--- src/sv/crcp_pkg.sv ---
// Shared constants, command/status types and lookup functions for the cube projector.
package crcp_pkg;

  localparam int COORD_W = 16;
  localparam int FOCUS_W = 18;
  localparam int TRIG_W  = 15;
  localparam int SCALE_W = 12;
  localparam int CTR_W   = 12;
  localparam int CFG_IDX_W  = 3;
  localparam int CFG_DATA_W = 18;
  localparam int OPA_W  = 36;
  localparam int OPB_W  = 20;
  localparam int PROD_W = OPA_W + OPB_W;
  localparam int ACC_W  = 58;
  localparam int NUM_W  = 48;
  localparam int DEN_W  = 19;
  localparam int T_W    = 28;
  localparam int DIFF_W = COORD_W + 1;
  localparam int EX_W   = 20;
  localparam int NUM_FACES = 6;

  localparam logic [16:0] STRETCH_Q16 = 17'd35389;
  localparam logic signed [COORD_W-1:0] ONE_COORD = 16'sd8192;

  // configuration register indexes
  localparam logic [CFG_IDX_W-1:0] REG_FOCUS = 3'd0;
  localparam logic [CFG_IDX_W-1:0] REG_COS   = 3'd1;
  localparam logic [CFG_IDX_W-1:0] REG_SIN   = 3'd2;
  localparam logic [CFG_IDX_W-1:0] REG_SCALE = 3'd3;
  localparam logic [CFG_IDX_W-1:0] REG_CTR_X = 3'd4;
  localparam logic [CFG_IDX_W-1:0] REG_CTR_Y = 3'd5;

  localparam logic [FOCUS_W-1:0] FOCUS_RST = 18'd24576;
  localparam logic [TRIG_W-1:0]  COS_RST   = 15'd16302;
  localparam logic [TRIG_W-1:0]  SIN_RST   = 15'd1636;
  localparam logic [SCALE_W-1:0] SCALE_RST = 12'd276;
  localparam logic [CTR_W-1:0]   CTR_RST   = 12'd256;

  // command modes
  localparam logic [1:0] MODE_ROT_X = 2'd0;
  localparam logic [1:0] MODE_ROT_Y = 2'd1;
  localparam logic [1:0] MODE_ROT_Z = 2'd2;
  localparam logic [1:0] MODE_HOLD  = 2'd3;

  typedef enum logic [3:0] {
    A_RP, A_RQ, A_AX, A_AY, A_AZ, A_CX, A_CY, A_CZ, A_T, A_D
  } a_sel_t;

  typedef enum logic [3:0] {
    B_C, B_S, B_BX, B_BY, B_BZ, B_EX, B_Y0, B_Z0, B_VS, B_K, B_CTRX, B_CTRY
  } b_sel_t;

  typedef enum logic [2:0] {
    ACC_NONE, ACC_LD, ACC_ADD, ACC_SUB, ACC_ADD16
  } acc_op_t;

  typedef enum logic [3:0] {
    M_NONE, M_TAKE_IN, M_LATCH_ROT, M_WRITE_P, M_WRITE_Q, M_LATCH_V0, M_LATCH_A,
    M_LATCH_B, M_STORE_CX, M_STORE_CY, M_STORE_CZ, M_LATCH_PT, M_STORE_T,
    M_DIV_START, M_SX_DIV, M_LOAD_OUT
  } misc_op_t;

  typedef struct packed {
    a_sel_t     a_sel;
    b_sel_t     b_sel;
    acc_op_t    acc_op;
    misc_op_t   misc;
    logic [2:0] cidx;
    logic [2:0] face;
    logic [1:0] corner;
    logic       last;
  } dp_cmd_t;

  typedef struct packed {
    logic acc_neg;
    logic div_busy;
    logic out_free;
  } dp_status_t;

  function automatic logic [2:0] face_corner(input logic [2:0] f, input logic [1:0] k);
    logic [11:0] row;
    case (f)
      3'd0:    row = {3'd0, 3'd1, 3'd3, 3'd2};
      3'd1:    row = {3'd2, 3'd3, 3'd5, 3'd4};
      3'd2:    row = {3'd4, 3'd5, 3'd7, 3'd6};
      3'd3:    row = {3'd6, 3'd7, 3'd1, 3'd0};
      3'd4:    row = {3'd6, 3'd0, 3'd2, 3'd4};
      3'd5:    row = {3'd1, 3'd7, 3'd5, 3'd3};
      default: row = '0;
    endcase
    case (k)
      2'd0:    return row[11:9];
      2'd1:    return row[8:6];
      2'd2:    return row[5:3];
      default: return row[2:0];
    endcase
  endfunction

  function automatic logic signed [COORD_W-1:0] box_x(input logic [2:0] i);
    return i[0] ? ONE_COORD : -ONE_COORD;
  endfunction

  function automatic logic signed [COORD_W-1:0] box_y(input logic [2:0] i);
    return (i[1] ^ i[2]) ? ONE_COORD : '0;
  endfunction

  function automatic logic signed [COORD_W-1:0] box_z(input logic [2:0] i);
    return i[2] ? ONE_COORD : -ONE_COORD;
  endfunction

endpackage

--- src/sv/crcp_div.sv ---
// Sequential restoring divider for the projection quotient, with early saturation.
module crcp_div (
  input  logic                               clk,
  input  logic                               rst_n,
  input  logic                               start,
  input  logic signed [crcp_pkg::NUM_W-1:0]  num,
  input  logic [crcp_pkg::DEN_W-1:0]         den,
  output logic                               busy,
  output logic signed [crcp_pkg::COORD_W-1:0] quo
);
  localparam int REM_W = 50;

  logic             busy_r;
  logic [3:0]       cnt_r;
  logic [REM_W-1:0] rem_r;
  logic [REM_W-1:0] dsr_r;
  logic [14:0]      q_r;
  logic             neg_r;
  logic signed [crcp_pkg::COORD_W-1:0] quo_r;

  logic [REM_W-1:0] mag;
  logic [REM_W-1:0] den_full;
  logic             fits;
  logic [REM_W-1:0] rem_sub;
  logic [14:0]      q_nxt;

  always_comb begin
    mag      = REM_W'(num[crcp_pkg::NUM_W-1] ? -num : num);
    den_full = REM_W'({den, 16'd0});
    fits     = rem_r >= dsr_r;
    rem_sub  = rem_r - dsr_r;
    q_nxt    = {q_r[13:0], fits};
  end

  always_ff @(posedge clk) begin
    if (!rst_n) begin
      busy_r <= 1'b0;
    end else if (start) begin
      neg_r <= num[crcp_pkg::NUM_W-1];
      q_r   <= '0;
      rem_r <= mag;
      dsr_r <= den_full << 14;
      cnt_r <= 4'd14;
      if (mag >= (den_full << 15)) begin
        // quotient magnitude of 2^15 or more: clamp at once
        quo_r  <= num[crcp_pkg::NUM_W-1] ? 16'sh8000 : 16'sh7fff;
        busy_r <= 1'b0;
      end else begin
        busy_r <= 1'b1;
      end
    end else if (busy_r) begin
      if (fits) begin
        rem_r <= rem_sub;
      end
      q_r   <= q_nxt;
      dsr_r <= dsr_r >> 1;
      cnt_r <= cnt_r - 4'd1;
      if (cnt_r == 4'd0) begin
        busy_r <= 1'b0;
        quo_r  <= neg_r ? -$signed({1'b0, q_nxt}) : $signed({1'b0, q_nxt});
      end
    end
  end

  assign busy = busy_r;
  assign quo  = quo_r;

endmodule

--- src/sv/crcp_dp.sv ---
// Datapath: corner store, config registers, shared multiplier/accumulator, divider, output register.
module crcp_dp (
  input  logic                                  clk,
  input  logic                                  rst_n,
  input  logic                                  cfg_we,
  input  logic [crcp_pkg::CFG_IDX_W-1:0]        cfg_index,
  input  logic [crcp_pkg::CFG_DATA_W-1:0]       cfg_data,
  input  logic [1:0]                            in_mode,
  input  logic                                  in_reverse,
  input  crcp_pkg::dp_cmd_t                     cmd,
  output crcp_pkg::dp_status_t                  st,
  input  logic                                  out_ready,
  output logic                                  out_valid,
  output logic [2:0]                            out_face,
  output logic [1:0]                            out_corner,
  output logic signed [15:0]                    out_screen_x,
  output logic signed [15:0]                    out_screen_y,
  output logic                                  out_last
);
  localparam int CW = crcp_pkg::COORD_W;

  function automatic logic signed [CW-1:0] rnd_sat(input logic signed [crcp_pkg::ACC_W-1:0] v);
    logic signed [crcp_pkg::ACC_W-1:0] r;
    r = (v + 58'sd8192) >>> 14;
    if (r > 58'sd32767) return 16'sh7fff;
    if (r < -58'sd32768) return 16'sh8000;
    return r[CW-1:0];
  endfunction

  logic [crcp_pkg::FOCUS_W-1:0] focus_r;
  logic [crcp_pkg::TRIG_W-1:0]  cos_r, sin_r;
  logic [crcp_pkg::SCALE_W-1:0] vs_r;
  logic [crcp_pkg::CTR_W-1:0]   ctrx_r, ctry_r;
  logic [1:0]                   mode_r;
  logic                         rev_r;

  logic signed [CW-1:0] cor_x_r [8];
  logic signed [CW-1:0] cor_y_r [8];
  logic signed [CW-1:0] cor_z_r [8];

  logic signed [CW-1:0] rp_r, rq_r, x0_r, y0_r, z0_r, sx_r;
  logic signed [crcp_pkg::EX_W-1:0]   ex_r;
  logic signed [crcp_pkg::DIFF_W-1:0] ax_r, ay_r, az_r, bx_r, by_r, bz_r;
  logic signed [crcp_pkg::OPA_W-1:0]  crx_r, cry_r, crz_r;
  logic signed [crcp_pkg::T_W-1:0]    t_r;
  logic [crcp_pkg::DEN_W-1:0]         d_r;
  logic signed [crcp_pkg::PROD_W-1:0] prod_r;
  crcp_pkg::acc_op_t                  op_q;
  logic signed [crcp_pkg::ACC_W-1:0]  acc_r;

  logic       out_valid_r, out_last_r;
  logic [2:0] out_face_r;
  logic [1:0] out_corner_r;
  logic signed [CW-1:0] out_sx_r, out_sy_r;

  logic signed [CW-1:0] rd_x, rd_y, rd_z, rot_p, rot_q, rnd_v;
  logic signed [crcp_pkg::OPA_W-1:0] opa;
  logic signed [crcp_pkg::OPB_W-1:0] opb, sin_s;
  logic signed [crcp_pkg::EX_W-1:0]  dx;
  logic       div_start, div_busy;
  logic signed [CW-1:0] div_quo;

  always_comb begin
    rd_x = cor_x_r[cmd.cidx];
    rd_y = cor_y_r[cmd.cidx];
    rd_z = cor_z_r[cmd.cidx];
    // P and Q are the two coordinates turned by the active axis
    case (mode_r)
      crcp_pkg::MODE_ROT_X: begin rot_p = rd_y; rot_q = rd_z; end
      crcp_pkg::MODE_ROT_Y: begin rot_p = rd_z; rot_q = rd_x; end
      default:              begin rot_p = rd_y; rot_q = rd_x; end
    endcase
    rnd_v = rnd_sat(acc_r);
    dx    = $signed({2'b00, focus_r}) - crcp_pkg::EX_W'(rd_x);
    sin_s = $signed({5'd0, sin_r});

    case (cmd.a_sel)
      crcp_pkg::A_RP: opa = crcp_pkg::OPA_W'(rp_r);
      crcp_pkg::A_RQ: opa = crcp_pkg::OPA_W'(rq_r);
      crcp_pkg::A_AX: opa = crcp_pkg::OPA_W'(ax_r);
      crcp_pkg::A_AY: opa = crcp_pkg::OPA_W'(ay_r);
      crcp_pkg::A_AZ: opa = crcp_pkg::OPA_W'(az_r);
      crcp_pkg::A_CX: opa = crx_r;
      crcp_pkg::A_CY: opa = cry_r;
      crcp_pkg::A_CZ: opa = crz_r;
      crcp_pkg::A_T:  opa = crcp_pkg::OPA_W'(t_r);
      crcp_pkg::A_D:  opa = $signed({17'd0, d_r});
      default:        opa = '0;
    endcase

    case (cmd.b_sel)
      crcp_pkg::B_C:    opb = $signed({5'd0, cos_r});
      crcp_pkg::B_S:    opb = rev_r ? -sin_s : sin_s;
      crcp_pkg::B_BX:   opb = crcp_pkg::OPB_W'(bx_r);
      crcp_pkg::B_BY:   opb = crcp_pkg::OPB_W'(by_r);
      crcp_pkg::B_BZ:   opb = crcp_pkg::OPB_W'(bz_r);
      crcp_pkg::B_EX:   opb = ex_r;
      crcp_pkg::B_Y0:   opb = crcp_pkg::OPB_W'(y0_r);
      crcp_pkg::B_Z0:   opb = crcp_pkg::OPB_W'(z0_r);
      crcp_pkg::B_VS:   opb = $signed({8'd0, vs_r});
      crcp_pkg::B_K:    opb = $signed({3'd0, crcp_pkg::STRETCH_Q16});
      crcp_pkg::B_CTRX: opb = $signed({8'd0, ctrx_r});
      crcp_pkg::B_CTRY: opb = $signed({8'd0, ctry_r});
      default:          opb = '0;
    endcase

    div_start = (cmd.misc == crcp_pkg::M_DIV_START) || (cmd.misc == crcp_pkg::M_SX_DIV);
  end

  // configuration and corner store
  always_ff @(posedge clk) begin
    if (!rst_n) begin
      focus_r <= crcp_pkg::FOCUS_RST;
      cos_r   <= crcp_pkg::COS_RST;
      sin_r   <= crcp_pkg::SIN_RST;
      vs_r    <= crcp_pkg::SCALE_RST;
      ctrx_r  <= crcp_pkg::CTR_RST;
      ctry_r  <= crcp_pkg::CTR_RST;
      for (int i = 0; i < 8; i++) begin
        cor_x_r[i] <= crcp_pkg::box_x(3'(i));
        cor_y_r[i] <= crcp_pkg::box_y(3'(i));
        cor_z_r[i] <= crcp_pkg::box_z(3'(i));
      end
    end else begin
      if (cfg_we) begin
        case (cfg_index)
          crcp_pkg::REG_FOCUS: focus_r <= cfg_data[crcp_pkg::FOCUS_W-1:0];
          crcp_pkg::REG_COS:   cos_r   <= cfg_data[crcp_pkg::TRIG_W-1:0];
          crcp_pkg::REG_SIN:   sin_r   <= cfg_data[crcp_pkg::TRIG_W-1:0];
          crcp_pkg::REG_SCALE: vs_r    <= cfg_data[crcp_pkg::SCALE_W-1:0];
          crcp_pkg::REG_CTR_X: ctrx_r  <= cfg_data[crcp_pkg::CTR_W-1:0];
          crcp_pkg::REG_CTR_Y: ctry_r  <= cfg_data[crcp_pkg::CTR_W-1:0];
          default: ;
        endcase
      end
      if (cmd.misc == crcp_pkg::M_WRITE_P) begin
        case (mode_r)
          crcp_pkg::MODE_ROT_Y: cor_z_r[cmd.cidx] <= rnd_v;
          default:              cor_y_r[cmd.cidx] <= rnd_v;
        endcase
      end
      if (cmd.misc == crcp_pkg::M_WRITE_Q) begin
        case (mode_r)
          crcp_pkg::MODE_ROT_X: cor_z_r[cmd.cidx] <= rnd_v;
          default:              cor_x_r[cmd.cidx] <= rnd_v;
        endcase
      end
    end
  end

  // multiplier, accumulator and working registers
  always_ff @(posedge clk) begin
    if (!rst_n) begin
      op_q <= crcp_pkg::ACC_NONE;
    end else begin
      op_q <= cmd.acc_op;
    end
    prod_r <= opa * opb;
    case (op_q)
      crcp_pkg::ACC_LD:    acc_r <= crcp_pkg::ACC_W'(prod_r);
      crcp_pkg::ACC_ADD:   acc_r <= acc_r + crcp_pkg::ACC_W'(prod_r);
      crcp_pkg::ACC_SUB:   acc_r <= acc_r - crcp_pkg::ACC_W'(prod_r);
      crcp_pkg::ACC_ADD16: acc_r <= acc_r + (crcp_pkg::ACC_W'(prod_r) <<< 16);
      default: ;
    endcase
    case (cmd.misc)
      crcp_pkg::M_TAKE_IN: begin
        mode_r <= in_mode;
        rev_r  <= in_reverse;
      end
      crcp_pkg::M_LATCH_ROT: begin
        rp_r <= rot_p;
        rq_r <= rot_q;
      end
      crcp_pkg::M_LATCH_V0: begin
        x0_r <= rd_x;
        y0_r <= rd_y;
        z0_r <= rd_z;
        ex_r <= dx;
      end
      crcp_pkg::M_LATCH_A: begin
        ax_r <= crcp_pkg::DIFF_W'(rd_x) - crcp_pkg::DIFF_W'(x0_r);
        ay_r <= crcp_pkg::DIFF_W'(rd_y) - crcp_pkg::DIFF_W'(y0_r);
        az_r <= crcp_pkg::DIFF_W'(rd_z) - crcp_pkg::DIFF_W'(z0_r);
      end
      crcp_pkg::M_LATCH_B: begin
        bx_r <= crcp_pkg::DIFF_W'(rd_x) - crcp_pkg::DIFF_W'(x0_r);
        by_r <= crcp_pkg::DIFF_W'(rd_y) - crcp_pkg::DIFF_W'(y0_r);
        bz_r <= crcp_pkg::DIFF_W'(rd_z) - crcp_pkg::DIFF_W'(z0_r);
      end
      crcp_pkg::M_STORE_CX: crx_r <= acc_r[crcp_pkg::OPA_W-1:0];
      crcp_pkg::M_STORE_CY: cry_r <= acc_r[crcp_pkg::OPA_W-1:0];
      crcp_pkg::M_STORE_CZ: crz_r <= acc_r[crcp_pkg::OPA_W-1:0];
      crcp_pkg::M_LATCH_PT: begin
        rp_r <= rd_y;
        rq_r <= rd_z;
        // a point at or behind the eye divides by one LSB
        d_r  <= (dx < 20'sd1) ? 19'd1 : dx[crcp_pkg::DEN_W-1:0];
      end
      crcp_pkg::M_STORE_T: t_r  <= acc_r[crcp_pkg::T_W-1:0];
      crcp_pkg::M_SX_DIV:  sx_r <= div_quo;
      default: ;
    endcase
  end

  crcp_div u_div (
    .clk   (clk),
    .rst_n (rst_n),
    .start (div_start),
    .num   (acc_r[crcp_pkg::NUM_W-1:0]),
    .den   (d_r),
    .busy  (div_busy),
    .quo   (div_quo)
  );

  // output register
  always_ff @(posedge clk) begin
    if (!rst_n) begin
      out_valid_r <= 1'b0;
    end else if (cmd.misc == crcp_pkg::M_LOAD_OUT) begin
      out_valid_r <= 1'b1;
    end else if (out_ready) begin
      out_valid_r <= 1'b0;
    end
    if (cmd.misc == crcp_pkg::M_LOAD_OUT) begin
      out_face_r   <= cmd.face;
      out_corner_r <= cmd.corner;
      out_last_r   <= cmd.last;
      out_sx_r     <= sx_r;
      out_sy_r     <= div_quo;
    end
  end

  assign st.acc_neg  = acc_r[crcp_pkg::ACC_W-1];
  assign st.div_busy = div_busy;
  assign st.out_free = !out_valid_r || out_ready;

  assign out_valid    = out_valid_r;
  assign out_face     = out_face_r;
  assign out_corner   = out_corner_r;
  assign out_screen_x = out_sx_r;
  assign out_screen_y = out_sy_r;
  assign out_last     = out_last_r;

endmodule

--- src/sv/crcp_ctrl.sv ---
// Controller: sequences rotation, face culling and per-point projection through the datapath.
module crcp_ctrl (
  input  logic                  clk,
  input  logic                  rst_n,
  input  logic                  in_valid,
  input  logic [1:0]            in_mode,
  output logic                  in_ready,
  input  crcp_pkg::dp_status_t  st,
  output crcp_pkg::dp_cmd_t     cmd
);
  typedef enum logic [2:0] {S_IDLE, S_ROT, S_CULL, S_SEEK, S_PROJ} state_t;

  state_t     state_r, state_nxt;
  logic [3:0] step_r, step_nxt;
  logic [2:0] idx_r, idx_nxt;
  logic [1:0] k_r, k_nxt;
  logic [5:0] vis_r, vis_nxt;
  logic       more_faces;

  always_comb begin
    more_faces = 1'b0;
    for (int j = 0; j < crcp_pkg::NUM_FACES; j++) begin
      if (3'(j) > idx_r && vis_r[j]) more_faces = 1'b1;
    end
  end

  always_comb begin
    state_nxt = state_r;
    step_nxt  = step_r;
    idx_nxt   = idx_r;
    k_nxt     = k_r;
    vis_nxt   = vis_r;
    in_ready  = 1'b0;
    cmd.a_sel  = crcp_pkg::A_RP;
    cmd.b_sel  = crcp_pkg::B_C;
    cmd.acc_op = crcp_pkg::ACC_NONE;
    cmd.misc   = crcp_pkg::M_NONE;
    cmd.cidx   = idx_r;
    cmd.face   = idx_r;
    cmd.corner = k_r;
    cmd.last   = (k_r == 2'd3) && !more_faces;

    case (state_r)
      S_IDLE: begin
        in_ready = 1'b1;
        if (in_valid) begin
          cmd.misc  = crcp_pkg::M_TAKE_IN;
          step_nxt  = '0;
          idx_nxt   = '0;
          vis_nxt   = '0;
          state_nxt = (in_mode == crcp_pkg::MODE_HOLD) ? S_CULL : S_ROT;
        end
      end

      S_ROT: begin
        step_nxt = step_r + 4'd1;
        case (step_r)
          4'd0: cmd.misc = crcp_pkg::M_LATCH_ROT;
          4'd1: begin
            cmd.a_sel = crcp_pkg::A_RP; cmd.b_sel = crcp_pkg::B_C;
            cmd.acc_op = crcp_pkg::ACC_LD;
          end
          4'd2: begin
            cmd.a_sel = crcp_pkg::A_RQ; cmd.b_sel = crcp_pkg::B_S;
            cmd.acc_op = crcp_pkg::ACC_SUB;
          end
          4'd3: begin
            cmd.a_sel = crcp_pkg::A_RQ; cmd.b_sel = crcp_pkg::B_C;
            cmd.acc_op = crcp_pkg::ACC_LD;
          end
          4'd4: begin
            cmd.a_sel = crcp_pkg::A_RP; cmd.b_sel = crcp_pkg::B_S;
            cmd.acc_op = crcp_pkg::ACC_ADD; cmd.misc = crcp_pkg::M_WRITE_P;
          end
          4'd6: begin
            cmd.misc = crcp_pkg::M_WRITE_Q;
            step_nxt = '0;
            idx_nxt  = idx_r + 3'd1;
            if (idx_r == 3'd7) state_nxt = S_CULL;
          end
          default: ;
        endcase
      end

      S_CULL: begin
        step_nxt = step_r + 4'd1;
        case (step_r)
          4'd0: begin
            cmd.misc = crcp_pkg::M_LATCH_V0; cmd.cidx = crcp_pkg::face_corner(idx_r, 2'd0);
          end
          4'd1: begin
            cmd.misc = crcp_pkg::M_LATCH_A; cmd.cidx = crcp_pkg::face_corner(idx_r, 2'd1);
          end
          4'd2: begin
            cmd.misc = crcp_pkg::M_LATCH_B; cmd.cidx = crcp_pkg::face_corner(idx_r, 2'd3);
          end
          4'd3: begin
            cmd.a_sel = crcp_pkg::A_AY; cmd.b_sel = crcp_pkg::B_BZ;
            cmd.acc_op = crcp_pkg::ACC_LD;
          end
          4'd4: begin
            cmd.a_sel = crcp_pkg::A_AZ; cmd.b_sel = crcp_pkg::B_BY;
            cmd.acc_op = crcp_pkg::ACC_SUB;
          end
          4'd5: begin
            cmd.a_sel = crcp_pkg::A_AZ; cmd.b_sel = crcp_pkg::B_BX;
            cmd.acc_op = crcp_pkg::ACC_LD;
          end
          4'd6: begin
            cmd.a_sel = crcp_pkg::A_AX; cmd.b_sel = crcp_pkg::B_BZ;
            cmd.acc_op = crcp_pkg::ACC_SUB; cmd.misc = crcp_pkg::M_STORE_CX;
          end
          4'd7: begin
            cmd.a_sel = crcp_pkg::A_AX; cmd.b_sel = crcp_pkg::B_BY;
            cmd.acc_op = crcp_pkg::ACC_LD;
          end
          4'd8: begin
            cmd.a_sel = crcp_pkg::A_AY; cmd.b_sel = crcp_pkg::B_BX;
            cmd.acc_op = crcp_pkg::ACC_SUB; cmd.misc = crcp_pkg::M_STORE_CY;
          end
          4'd9: begin
            cmd.a_sel = crcp_pkg::A_CX; cmd.b_sel = crcp_pkg::B_EX;
            cmd.acc_op = crcp_pkg::ACC_LD;
          end
          4'd10: begin
            cmd.a_sel = crcp_pkg::A_CY; cmd.b_sel = crcp_pkg::B_Y0;
            cmd.acc_op = crcp_pkg::ACC_SUB; cmd.misc = crcp_pkg::M_STORE_CZ;
          end
          4'd11: begin
            cmd.a_sel = crcp_pkg::A_CZ; cmd.b_sel = crcp_pkg::B_Z0;
            cmd.acc_op = crcp_pkg::ACC_SUB;
          end
          4'd13: begin
            // visible when the triple product is negative
            vis_nxt[idx_r] = st.acc_neg;
            step_nxt = '0;
            if (idx_r == 3'(crcp_pkg::NUM_FACES - 1)) begin
              idx_nxt   = '0;
              state_nxt = S_SEEK;
            end else begin
              idx_nxt = idx_r + 3'd1;
            end
          end
          default: ;
        endcase
      end

      S_SEEK: begin
        if (idx_r == 3'(crcp_pkg::NUM_FACES)) begin
          state_nxt = S_IDLE;
        end else if (vis_r[idx_r]) begin
          step_nxt  = '0;
          k_nxt     = '0;
          state_nxt = S_PROJ;
        end else begin
          idx_nxt = idx_r + 3'd1;
        end
      end

      S_PROJ: begin
        cmd.cidx = crcp_pkg::face_corner(idx_r, k_r);
        step_nxt = step_r + 4'd1;
        case (step_r)
          4'd0: cmd.misc = crcp_pkg::M_LATCH_PT;
          4'd1: begin
            cmd.a_sel = crcp_pkg::A_RP; cmd.b_sel = crcp_pkg::B_VS;
            cmd.acc_op = crcp_pkg::ACC_LD;
          end
          4'd3: cmd.misc = crcp_pkg::M_STORE_T;
          4'd4: begin
            cmd.a_sel = crcp_pkg::A_T; cmd.b_sel = crcp_pkg::B_K;
            cmd.acc_op = crcp_pkg::ACC_LD;
          end
          4'd5: begin
            cmd.a_sel = crcp_pkg::A_D; cmd.b_sel = crcp_pkg::B_CTRX;
            cmd.acc_op = crcp_pkg::ACC_ADD16;
          end
          4'd7: begin
            cmd.misc = crcp_pkg::M_DIV_START;
            cmd.a_sel = crcp_pkg::A_RQ; cmd.b_sel = crcp_pkg::B_VS;
            cmd.acc_op = crcp_pkg::ACC_LD;
          end
          4'd9: cmd.misc = crcp_pkg::M_STORE_T;
          4'd10: begin
            cmd.a_sel = crcp_pkg::A_T; cmd.b_sel = crcp_pkg::B_K;
            cmd.acc_op = crcp_pkg::ACC_LD;
          end
          4'd11: begin
            cmd.a_sel = crcp_pkg::A_D; cmd.b_sel = crcp_pkg::B_CTRY;
            cmd.acc_op = crcp_pkg::ACC_ADD16;
          end
          4'd13: begin
            // hold until x quotient is done, then start the y division
            if (st.div_busy) begin
              step_nxt = step_r;
            end else begin
              cmd.misc = crcp_pkg::M_SX_DIV;
            end
          end
          4'd14: begin
            if (st.div_busy || !st.out_free) begin
              step_nxt = step_r;
            end else begin
              cmd.misc = crcp_pkg::M_LOAD_OUT;
              step_nxt = '0;
              if (k_r == 2'd3) begin
                idx_nxt   = idx_r + 3'd1;
                state_nxt = S_SEEK;
              end else begin
                k_nxt = k_r + 2'd1;
              end
            end
          end
          default: ;
        endcase
      end

      default: state_nxt = S_IDLE;
    endcase
  end

  always_ff @(posedge clk) begin
    if (!rst_n) begin
      state_r <= S_IDLE;
      step_r  <= '0;
      idx_r   <= '0;
      k_r     <= '0;
      vis_r   <= '0;
    end else begin
      state_r <= state_nxt;
      step_r  <= step_nxt;
      idx_r   <= idx_nxt;
      k_r     <= k_nxt;
      vis_r   <= vis_nxt;
    end
  end

endmodule

--- src/sv/cube_rotate_cull_project.sv ---
// Top level of the cube rotate, cull and perspective projection block.
// Usage:
//  - Input channel (in_valid/in_ready, in_mode, in_reverse): one transaction is one
//    command. in_mode rotates the eight stored box corners about X, Y or Z by the
//    configured step angle (in_reverse negates the sine), or leaves them in place.
//  - Result channel (out_valid/out_ready): for each visible face in face order, four
//    projected screen points; out_last marks the final point of the command. A
//    command with no visible face yields no transaction.
//  - Config channel (cfg_valid/cfg_ready, cfg_index, cfg_data): always ready; write
//    only while the block is idle. Indexes above five are ignored.
// Sequence: the command is taken, then the corners are rotated (skipped for the hold mode),
// the faces are culled, the face search runs and each point of a visible face is projected
// with two 15-step serial divisions sharing one divider. Commands are taken one at a time;
// the next one is accepted once the face search after the last point has run out.
// Reset (synchronous, rst_n low) restores the unit box corners and the default
// configuration. When the receiver stalls, the finished point holds in the output
// register and the sequencer stops at the next point until that register frees.
module cube_rotate_cull_project (
  input  logic                                clk,
  input  logic                                rst_n,
  input  logic                                cfg_valid,
  output logic                                cfg_ready,
  input  logic [crcp_pkg::CFG_IDX_W-1:0]      cfg_index,
  input  logic [crcp_pkg::CFG_DATA_W-1:0]     cfg_data,
  input  logic                                in_valid,
  output logic                                in_ready,
  input  logic [1:0]                          in_mode,
  input  logic                                in_reverse,
  output logic                                out_valid,
  input  logic                                out_ready,
  output logic [2:0]                          out_face,
  output logic [1:0]                          out_corner,
  output logic signed [15:0]                  out_screen_x,
  output logic signed [15:0]                  out_screen_y,
  output logic                                out_last
);

  crcp_pkg::dp_cmd_t    cmd;
  crcp_pkg::dp_status_t st;

  // config registers never back-pressure
  assign cfg_ready = 1'b1;

  crcp_ctrl u_ctrl (
    .clk      (clk),
    .rst_n    (rst_n),
    .in_valid (in_valid),
    .in_mode  (in_mode),
    .in_ready (in_ready),
    .st       (st),
    .cmd      (cmd)
  );

  crcp_dp u_dp (
    .clk          (clk),
    .rst_n        (rst_n),
    .cfg_we       (cfg_valid && cfg_ready),
    .cfg_index    (cfg_index),
    .cfg_data     (cfg_data),
    .in_mode      (in_mode),
    .in_reverse   (in_reverse),
    .cmd          (cmd),
    .st           (st),
    .out_ready    (out_ready),
    .out_valid    (out_valid),
    .out_face     (out_face),
    .out_corner   (out_corner),
    .out_screen_x (out_screen_x),
    .out_screen_y (out_screen_y),
    .out_last     (out_last)
  );

  // a taken command keeps the block busy for at least the next cycle
  a_busy_after_take: assert property (@(posedge clk) disable iff (!rst_n)
    (in_valid && in_ready) |=> !in_ready)
    else $error("input accepted twice in a row");

  // no division may still run while idle
  a_div_idle: assert property (@(posedge clk) disable iff (!rst_n)
    in_ready |-> !st.div_busy)
    else $error("divider busy while idle");

  // emitted face index stays within the six faces
  a_face_range: assert property (@(posedge clk) disable iff (!rst_n)
    out_valid |-> (out_face < 3'd6))
    else $error("face index out of range");

  // a point is only loaded into a free output register
  a_load_free: assert property (@(posedge clk) disable iff (!rst_n)
    (cmd.misc == crcp_pkg::M_LOAD_OUT) |-> st.out_free)
    else $error("output register overwritten");

endmodule
--- config.mk ---
export PLATFORM = sky130hd
export DESIGN_NAME = cube_rotate_cull_project
export DESIGN_NICKNAME = d
export VERILOG_FILES = /design/src/sv/crcp_pkg.sv /design/src/sv/crcp_div.sv /design/src/sv/crcp_dp.sv /design/src/sv/crcp_ctrl.sv /design/src/sv/cube_rotate_cull_project.sv
export SDC_FILE = /design/constraint.sdc
export NUM_CORES = 2
export LEC_CHECK = 0
export ABC_AREA = 1
export ABC_CLOCK_PERIOD_IN_PS = 13700
export BUFFER_PORTS_ARGS = -buffer_cell sky130_fd_sc_hd__buf_2
export CAP_MARGIN = 20
export CORE_MARGIN = 5
export CORE_UTILIZATION = 50
export CTS_BUF_LIST = sky130_fd_sc_hd__clkbuf_4
export DETAILED_ROUTE_END_ITERATION = 8
export PLACE_DENSITY = 0.73
export SLEW_MARGIN = 20
export SYNTH_ARGS = -nofsm -noshare
export SYNTH_HDL_FRONTEND = slang
export SYNTH_SLANG_ARGS = --single-unit
--- constraint.sdc ---
create_clock -name clk -period 13.7 [get_ports clk]
set_input_delay 3.425 -clock clk [delete_from_list [all_inputs] [get_ports clk]]
set_output_delay 3.425 -clock clk [all_outputs]
set_load 0.01 [all_outputs]
* Yosys cells after proc, flatten, opt, wreduce, memory -nomap -nowiden
Memory sizes are Yosys's and may differ from the RTL's. Cells that the tools add are included.
Word-level totals: bits in registers 769, RAM bits 384, input bits 29, logic and storage cells 352, memories 3
Cells by class: $add $sub $neg 16, $mul 1, magnitude comparators 13, equal/unequal tests 89, mux-type cells 129, bitwise operators 1, reduce and logical (&&, ||, !) cells 52
Memories:
- u_dp.cor_x_r | words 8, bits a word 16, read ports 1, clocked after memory_dff 0, wr ports 8, RTL line crcp_dp.sv:37 | logic signed [CW-1:0] cor_x_r [8];
- u_dp.cor_y_r | words 8, bits a word 16, read ports 1, clocked after memory_dff 0, wr ports 8, RTL line crcp_dp.sv:38 | logic signed [CW-1:0] cor_y_r [8];
- u_dp.cor_z_r | words 8, bits a word 16, read ports 1, clocked after memory_dff 0, wr ports 8, RTL line crcp_dp.sv:39 | logic signed [CW-1:0] cor_z_r [8];
Operators with widths (number):
- 36-bit one-hot mux with 10 select lines | 1
- 16-bit two-way mux | 16
- 20-bit one-hot mux with 12 select lines | 1
- 58-bit one-hot mux with 4 select lines | 1
- 50-bit two-way mux | 4
- 49-bit two-way mux | 2
- 10-bit one-hot mux with 9 select lines | 1
- 4-bit == test (second input constant) | 20
- 12-bit one-hot mux with 6 select lines | 1
- 3-bit two-way mux | 22
- 4-bit by 3-bit == test with 1-bit output (second input constant) | 16
- 16-bit one-hot mux with 2 select lines | 2
- 58-bit by 15-bit adder with 58-bit output (second input constant) | 1
- 58-bit by 56-bit adder with 58-bit output | 1
- 58-bit adder | 1
- 58-bit by 56-bit subtractor with 58-bit output | 1
- 36-bit by 20-bit multiplier with 56-bit output | 1
- 11-bit one-hot mux with 5 select lines | 1
- 16-bit by 16-bit subtractor with 17-bit output | 3
- 50-bit by 49-bit >= comparator with 1-bit output | 1
- 50-bit >= comparator | 1
- 48-bit negator with 50-bit output | 1
- 50-bit by 49-bit subtractor with 50-bit output | 1
- 16-bit OR reduction | 3
- 62 further kinds | 198

* Depth between registers and ports, before layout
depth after elaboration 14, gate-level depth with buffers 49

* By module
A second synthesis with hierarchy kept.
Second synthesis, totals: cells, all modules 11014, area, all modules 92438.7 µm²
Modules (own cells, without submodules):
- crcp_dp | times used 1, cells each 9051, area an instance 78962.0 µm², sequential area each 28587.4 µm²
- crcp_div | times used 1, cells each 1596, area an instance 11293.3 µm², sequential area each 4043.9 µm²
- crcp_ctrl | times used 1, cells each 365, area an instance 2172.1 µm², sequential area each 360.3 µm²
- cube_rotate_cull_project | times used 1, cells each 2, area an instance 11.3 µm², sequential area each 0.0 µm²

* Worst setup path before layout
No wires, ideal clock.
kind input -> register, from input port out_ready, to register u_dp.u_div.rem_r[0] (enable), arrival time 10.674 ns, setup slack 2.552 ns, stages 15, buffers on the path 1, cell sequence inv_1 -> nand2_1 -> nand2_1 -> nor2_1 -> inv_1 -> nand3_1 -> nand2_1 -> nand2_1 -> inv_1 -> nor2_1 -> o21ai_1 -> clkbuf_1 -> a21oi_1 -> inv_1 -> a21oi_1
Between the ends: word-level cells in the longest chain between the ends 10
Ends and longest elaborated chain:
- from (decl) | RTL line cube_rotate_cull_project.sv:30 | input logic out_ready,
- 1-bit logical OR (*) | RTL line crcp_dp.sv:236 | assign st.out_free = !out_valid_r || out_ready;
- 1-bit logical NOT (*) | RTL line crcp_ctrl.sv:201 | if (st.div_busy || !st.out_free) begin
- 1-bit logical OR (*) | RTL line crcp_ctrl.sv:201
- 4-bit two-way mux (*) | RTL line crcp_ctrl.sv:201
- 4-bit one-hot mux with 5 select lines (*) | RTL line crcp_ctrl.sv:163 | case (step_r)
- 4-bit one-hot mux with 4 select lines (*) | RTL line crcp_ctrl.sv:43 | case (state_r)
- 4-bit == test | RTL line crcp_dp.sv:107 | div_start = (cmd.misc == crcp_pkg::M_DIV_START) || (cmd.misc == crcp_pkg::M_SX_DIV);
- 1-bit logical OR (*) | RTL line crcp_dp.sv:107
- 2-bit nonzero test (no source line)
- 3-bit AND reduction (no source line) (*)
- to (signal assigned) | RTL line crcp_div.sv:41 | rem_r <= mag;
- to (signal assigned) | RTL line crcp_div.sv:53 | rem_r <= rem_sub;
- to (decl) | RTL line crcp_div.sv:15 | logic [REM_W-1:0] rem_r;
Mark *: on every way between the ends. The rest lies on a longest branch, timed or not. A chain may end at the register's enable or synchronous reset.

* Final worst setup path
from register u_ctrl.step_r[0], to register u_dp.prod_r[45] in the netlist's numbering
Between the ends: word-level cells in the longest chain between the ends 7
Ends and longest elaborated chain:
- from (decl) | RTL line crcp_ctrl.sv:14 | logic [3:0] step_r, step_nxt;
- from (signal assigned) | RTL line crcp_ctrl.sv:231 | step_r <= step_nxt;
- 4-bit by 3-bit == test with 1-bit output or 4-bit == test (tied branches) | RTL line crcp_ctrl.sv:57, crcp_ctrl.sv:87, crcp_ctrl.sv:163
- 2-bit OR reduction (no source line)
- 11-bit one-hot mux with 5 select lines | RTL line crcp_ctrl.sv:163
- 11-bit one-hot mux with 3 select lines (*) | RTL line crcp_ctrl.sv:43
- 4-bit == test, or another cell as far along | RTL line crcp_dp.sv:91 | case (cmd.b_sel)
- 20-bit one-hot mux with 12 select lines or 36-bit one-hot mux with 10 select lines (tied branches) | RTL line crcp_dp.sv:91, crcp_dp.sv:77
- 36-bit by 20-bit multiplier with 56-bit output (*) | RTL line crcp_dp.sv:158 | prod_r <= opa * opb;
- to (signal assigned) | RTL line crcp_dp.sv:158
- to (decl) | RTL line crcp_dp.sv:47 | logic signed [crcp_pkg::PROD_W-1:0] prod_r;
Marks and branches as above.

==> impl_metrics.yaml <==
logic_synthesis:
  ys_types: 74
  syn_area_um2: 94800
  ys_ff_latch: 1153
  synthTopCellsByArea: "edfxtp_1 31%, fa_1 15%, nand2_1 11%"
  seq_area_frac_synth: 0.348
  synthMostInstantiatedCell: "nand2_1"
  yosysTopAreaCellShare: 0.314
  yosys.area.top_type: "edfxtp_1"
  synth-edff-count: 990
  yosys_warnings: 0
  ys.flop_type: "edfxtp_1"
  ys_top_cells_by_count: "2,878 x nand2_1, 2,076 x inv_1, 997 x nor2_1, 990 x edfxtp_1, 740 x a21oi_1"
  synth-async-reset-ratio: 0
  syn_area_per_cell_um2: 8.18
  synthCells: 11586
drt:
  first_pass_iters: 7
  num_vias: 83470
  drc: 0
  vias_per_cell: 5.81
  drt_iter0_markers: 9898
  ant_nets: 0
  drt-total-wl_mm: 354
  routedWlPerCell_um: 24.6
cts:
  post_cts_buffers: 0
  cts_made_buffers: 325
  ctsResizeCount: 0
  holdBufCountCts: 0
  worst_skew_pair.late_latency_ns: 1.34
  cts-htree-levels: 5
  cts-root-buf: "clkbuf_4"
  clk_pin_slew_ns: 0.07
  cts.sinks: 1153
  clockBufferDepth: 4
  cts_tree: "built"
placement:
  globalplace.congestion: 1.05
  dp_hpwl_mm: 267
  dpl.cell_count: 13839
  portBuffers: 68
grt:
  grt_pass1_wl_mm: 522
  grt_use_met2: 0.536
  antenna_found_initial: 12
  top_usage_layer: "met2"
  track_usage: 0.351
  use_met3: 0.0812
  grt.overflow.total: 0
  grt_max_degree: 151
  grt_pass1_vias: 82343
  grtUsageMet1: 0.457
timing:
  min_period_ns: 11.40
  finClkSkew_ns: 0.152
  max_slew_margin: 0.158
  finalMaxSlewViolations: 0
  holdWs_ns: 0.379
  fmax_mhz: 87.7
  setup_violations: 0
  rsz0062_at_grt: "false"
  max_slew.worst_pin.slew_ns: 1.26
  fin_crit_sh: 0.832
  finalHoldViolCount: 0
  tns_ns: 0
setup_path:
  worstSetupPathType: "reg -> reg"
  arrival_ns: 12.62
  critPathLaunchType: "flop"
  critical_path_depth: 38
  reg2reg_from: "u_ctrl.step_r[0]"
  cp_slowest_cell: "a211oi_1"
  crit_fanout: 22
  endpoint_kind: "flop"
  ff2ff_setup_slack_ns: 2.30
  reg2reg_depth: 38
  critical_path.top_delay_family: "adder cells"
  max_stage_delay_ns: 1.03
  worstPathRequired_ns: 14.92
  r2r_end: "u_dp.prod_r[45]"
  path_buf_inv: 9
floorplan:
  fp-row-count: 159
  start_util: 0.503
  chipHeight_um: 445
  die_w_um: 445
  coreArea_um2: 188000
  dieArea_um2: 198000
  io_pins: 70
worst_hold_path:
  hold_class: "reg -> reg"
  min_path_cells: 0
  holdPathEnd: "u_dp.out_screen_x[1]"
  worstHoldStart: "u_dp.sx_r[1]"
final_layout:
  drive_gt1_frac: 0.0891
  final_nets: 12806
  area_growth_pct: 6.71
  seqCellArea_um2: 33000
  fin_cells: 14377
  final_util: 0.537
  fillers: 17696
  multi_input_area_um2: 51800
run_status:
  status: "completed"
job:
  drv_cap: 0
registers in the layout, summed over array words and instances, names as in the netlist, 19 cells and up:
register and count:
u_dp.ex_r 20, u_dp.cry_r 36, u_dp.t_r 28, u_dp.cor_x_r 128
u_dp.cor_y_r 128, u_dp.cor_z_r 128, u_dp.u_div.rem_r 50, u_dp.prod_r 56
u_dp.crz_r 36, u_dp.d_r 19, u_dp.crx_r 36, u_dp.u_div.dsr_r 49
u_dp.acc_r 58
cell type report:
cell class / count / share of cell area
Tap cell: 2495 / 0.0309
Antenna cell: 9 / 0.000223
Multi-Input combinational cell: 7868 / 0.512
Sequential cell: 1153 / 0.326
Inverter: 2124 / 0.0790
Clock buffer: 466 / 0.0346
Clock inverter: 63 / 0.00333
Timing Repair Buffer: 199 / 0.0137
worst max-delay path by stage:
stage	startpoint	slack, ns	end
floorplan	out_ready	2.55	u_dp.u_div.rem_r[0]
global placement	u_ctrl.step_r[0]	2.80	u_dp.prod_r[45]
finish	u_ctrl.step_r[0]	2.30	u_dp.prod_r[45]
detailed placement	u_ctrl.step_r[0]	2.74	u_dp.prod_r[45]
CTS	u_ctrl.step_r[0]	2.68	u_dp.prod_r[45]
global route	u_ctrl.step_r[0]	1.86	u_dp.prod_r[45]
per-layer routing:
metal  vias up  routed length [um]
met3      1137               40000
met4         4               25500
li1      37227                   -
met2      4996              154000
met1     40106              134000
met5         -                  27
cell usage in the layout (no fill, tap or decap), types with 16 or more instances in the layout:
master and instances:
or2_2 30, o211ai_1 34, nor3_1 92, a21o_1 51, a21oi_1 736, buf_2 67
a21boi_0 16, xor2_1 215, a211oi_1 28, dfxtp_1 163, inv_2 50, ha_1 391
nand4_1 97, buf_4 127, o21ai_0 503, nor2_1 984, edfxtp_1 990, o22ai_1 30
fa_1 715, a21oi_2 183, o21bai_1 31, clkinv_1 41, xnor2_1 81, nor4_1 31
clkbuf_4 466, and3_1 17, inv_1 2074, nand2_1 2878, nand3_2 24, a31oi_1 89
a22o_1 20, nand3_1 402
stage by stage:
step	area [um2]	worst slack (ns)
finish	101000	2.30
global route	101000	1.86
floorplan	94800	2.55
detailed placement	97300	2.74
CTS	101000	2.68
global placement	97200	2.80
cells by family (layout without fill, tap and decap cells):
kind of cell / Yosys count / in the layout / synth area share
multiplexers: 1 / 1 / 0.000106
XOR/XNOR: 298 / 298 / 0.0276
adder cells (fa/ha/maj): 1106 / 1106 / 0.203
other: 2 / 12 / 0.0000793
AND/OR/NAND/NOR: 4644 / 4644 / 0.200
flip-flops: 1153 / 1153 / 0.348
buffers and inverters: 2566 / 2852 / 0.108
AO/OA/AOI/OAI: 1816 / 1816 / 0.113
Power is not shown: default switching activity piles up to over one toggle a cycle in this logic, so the estimate is an artifact.
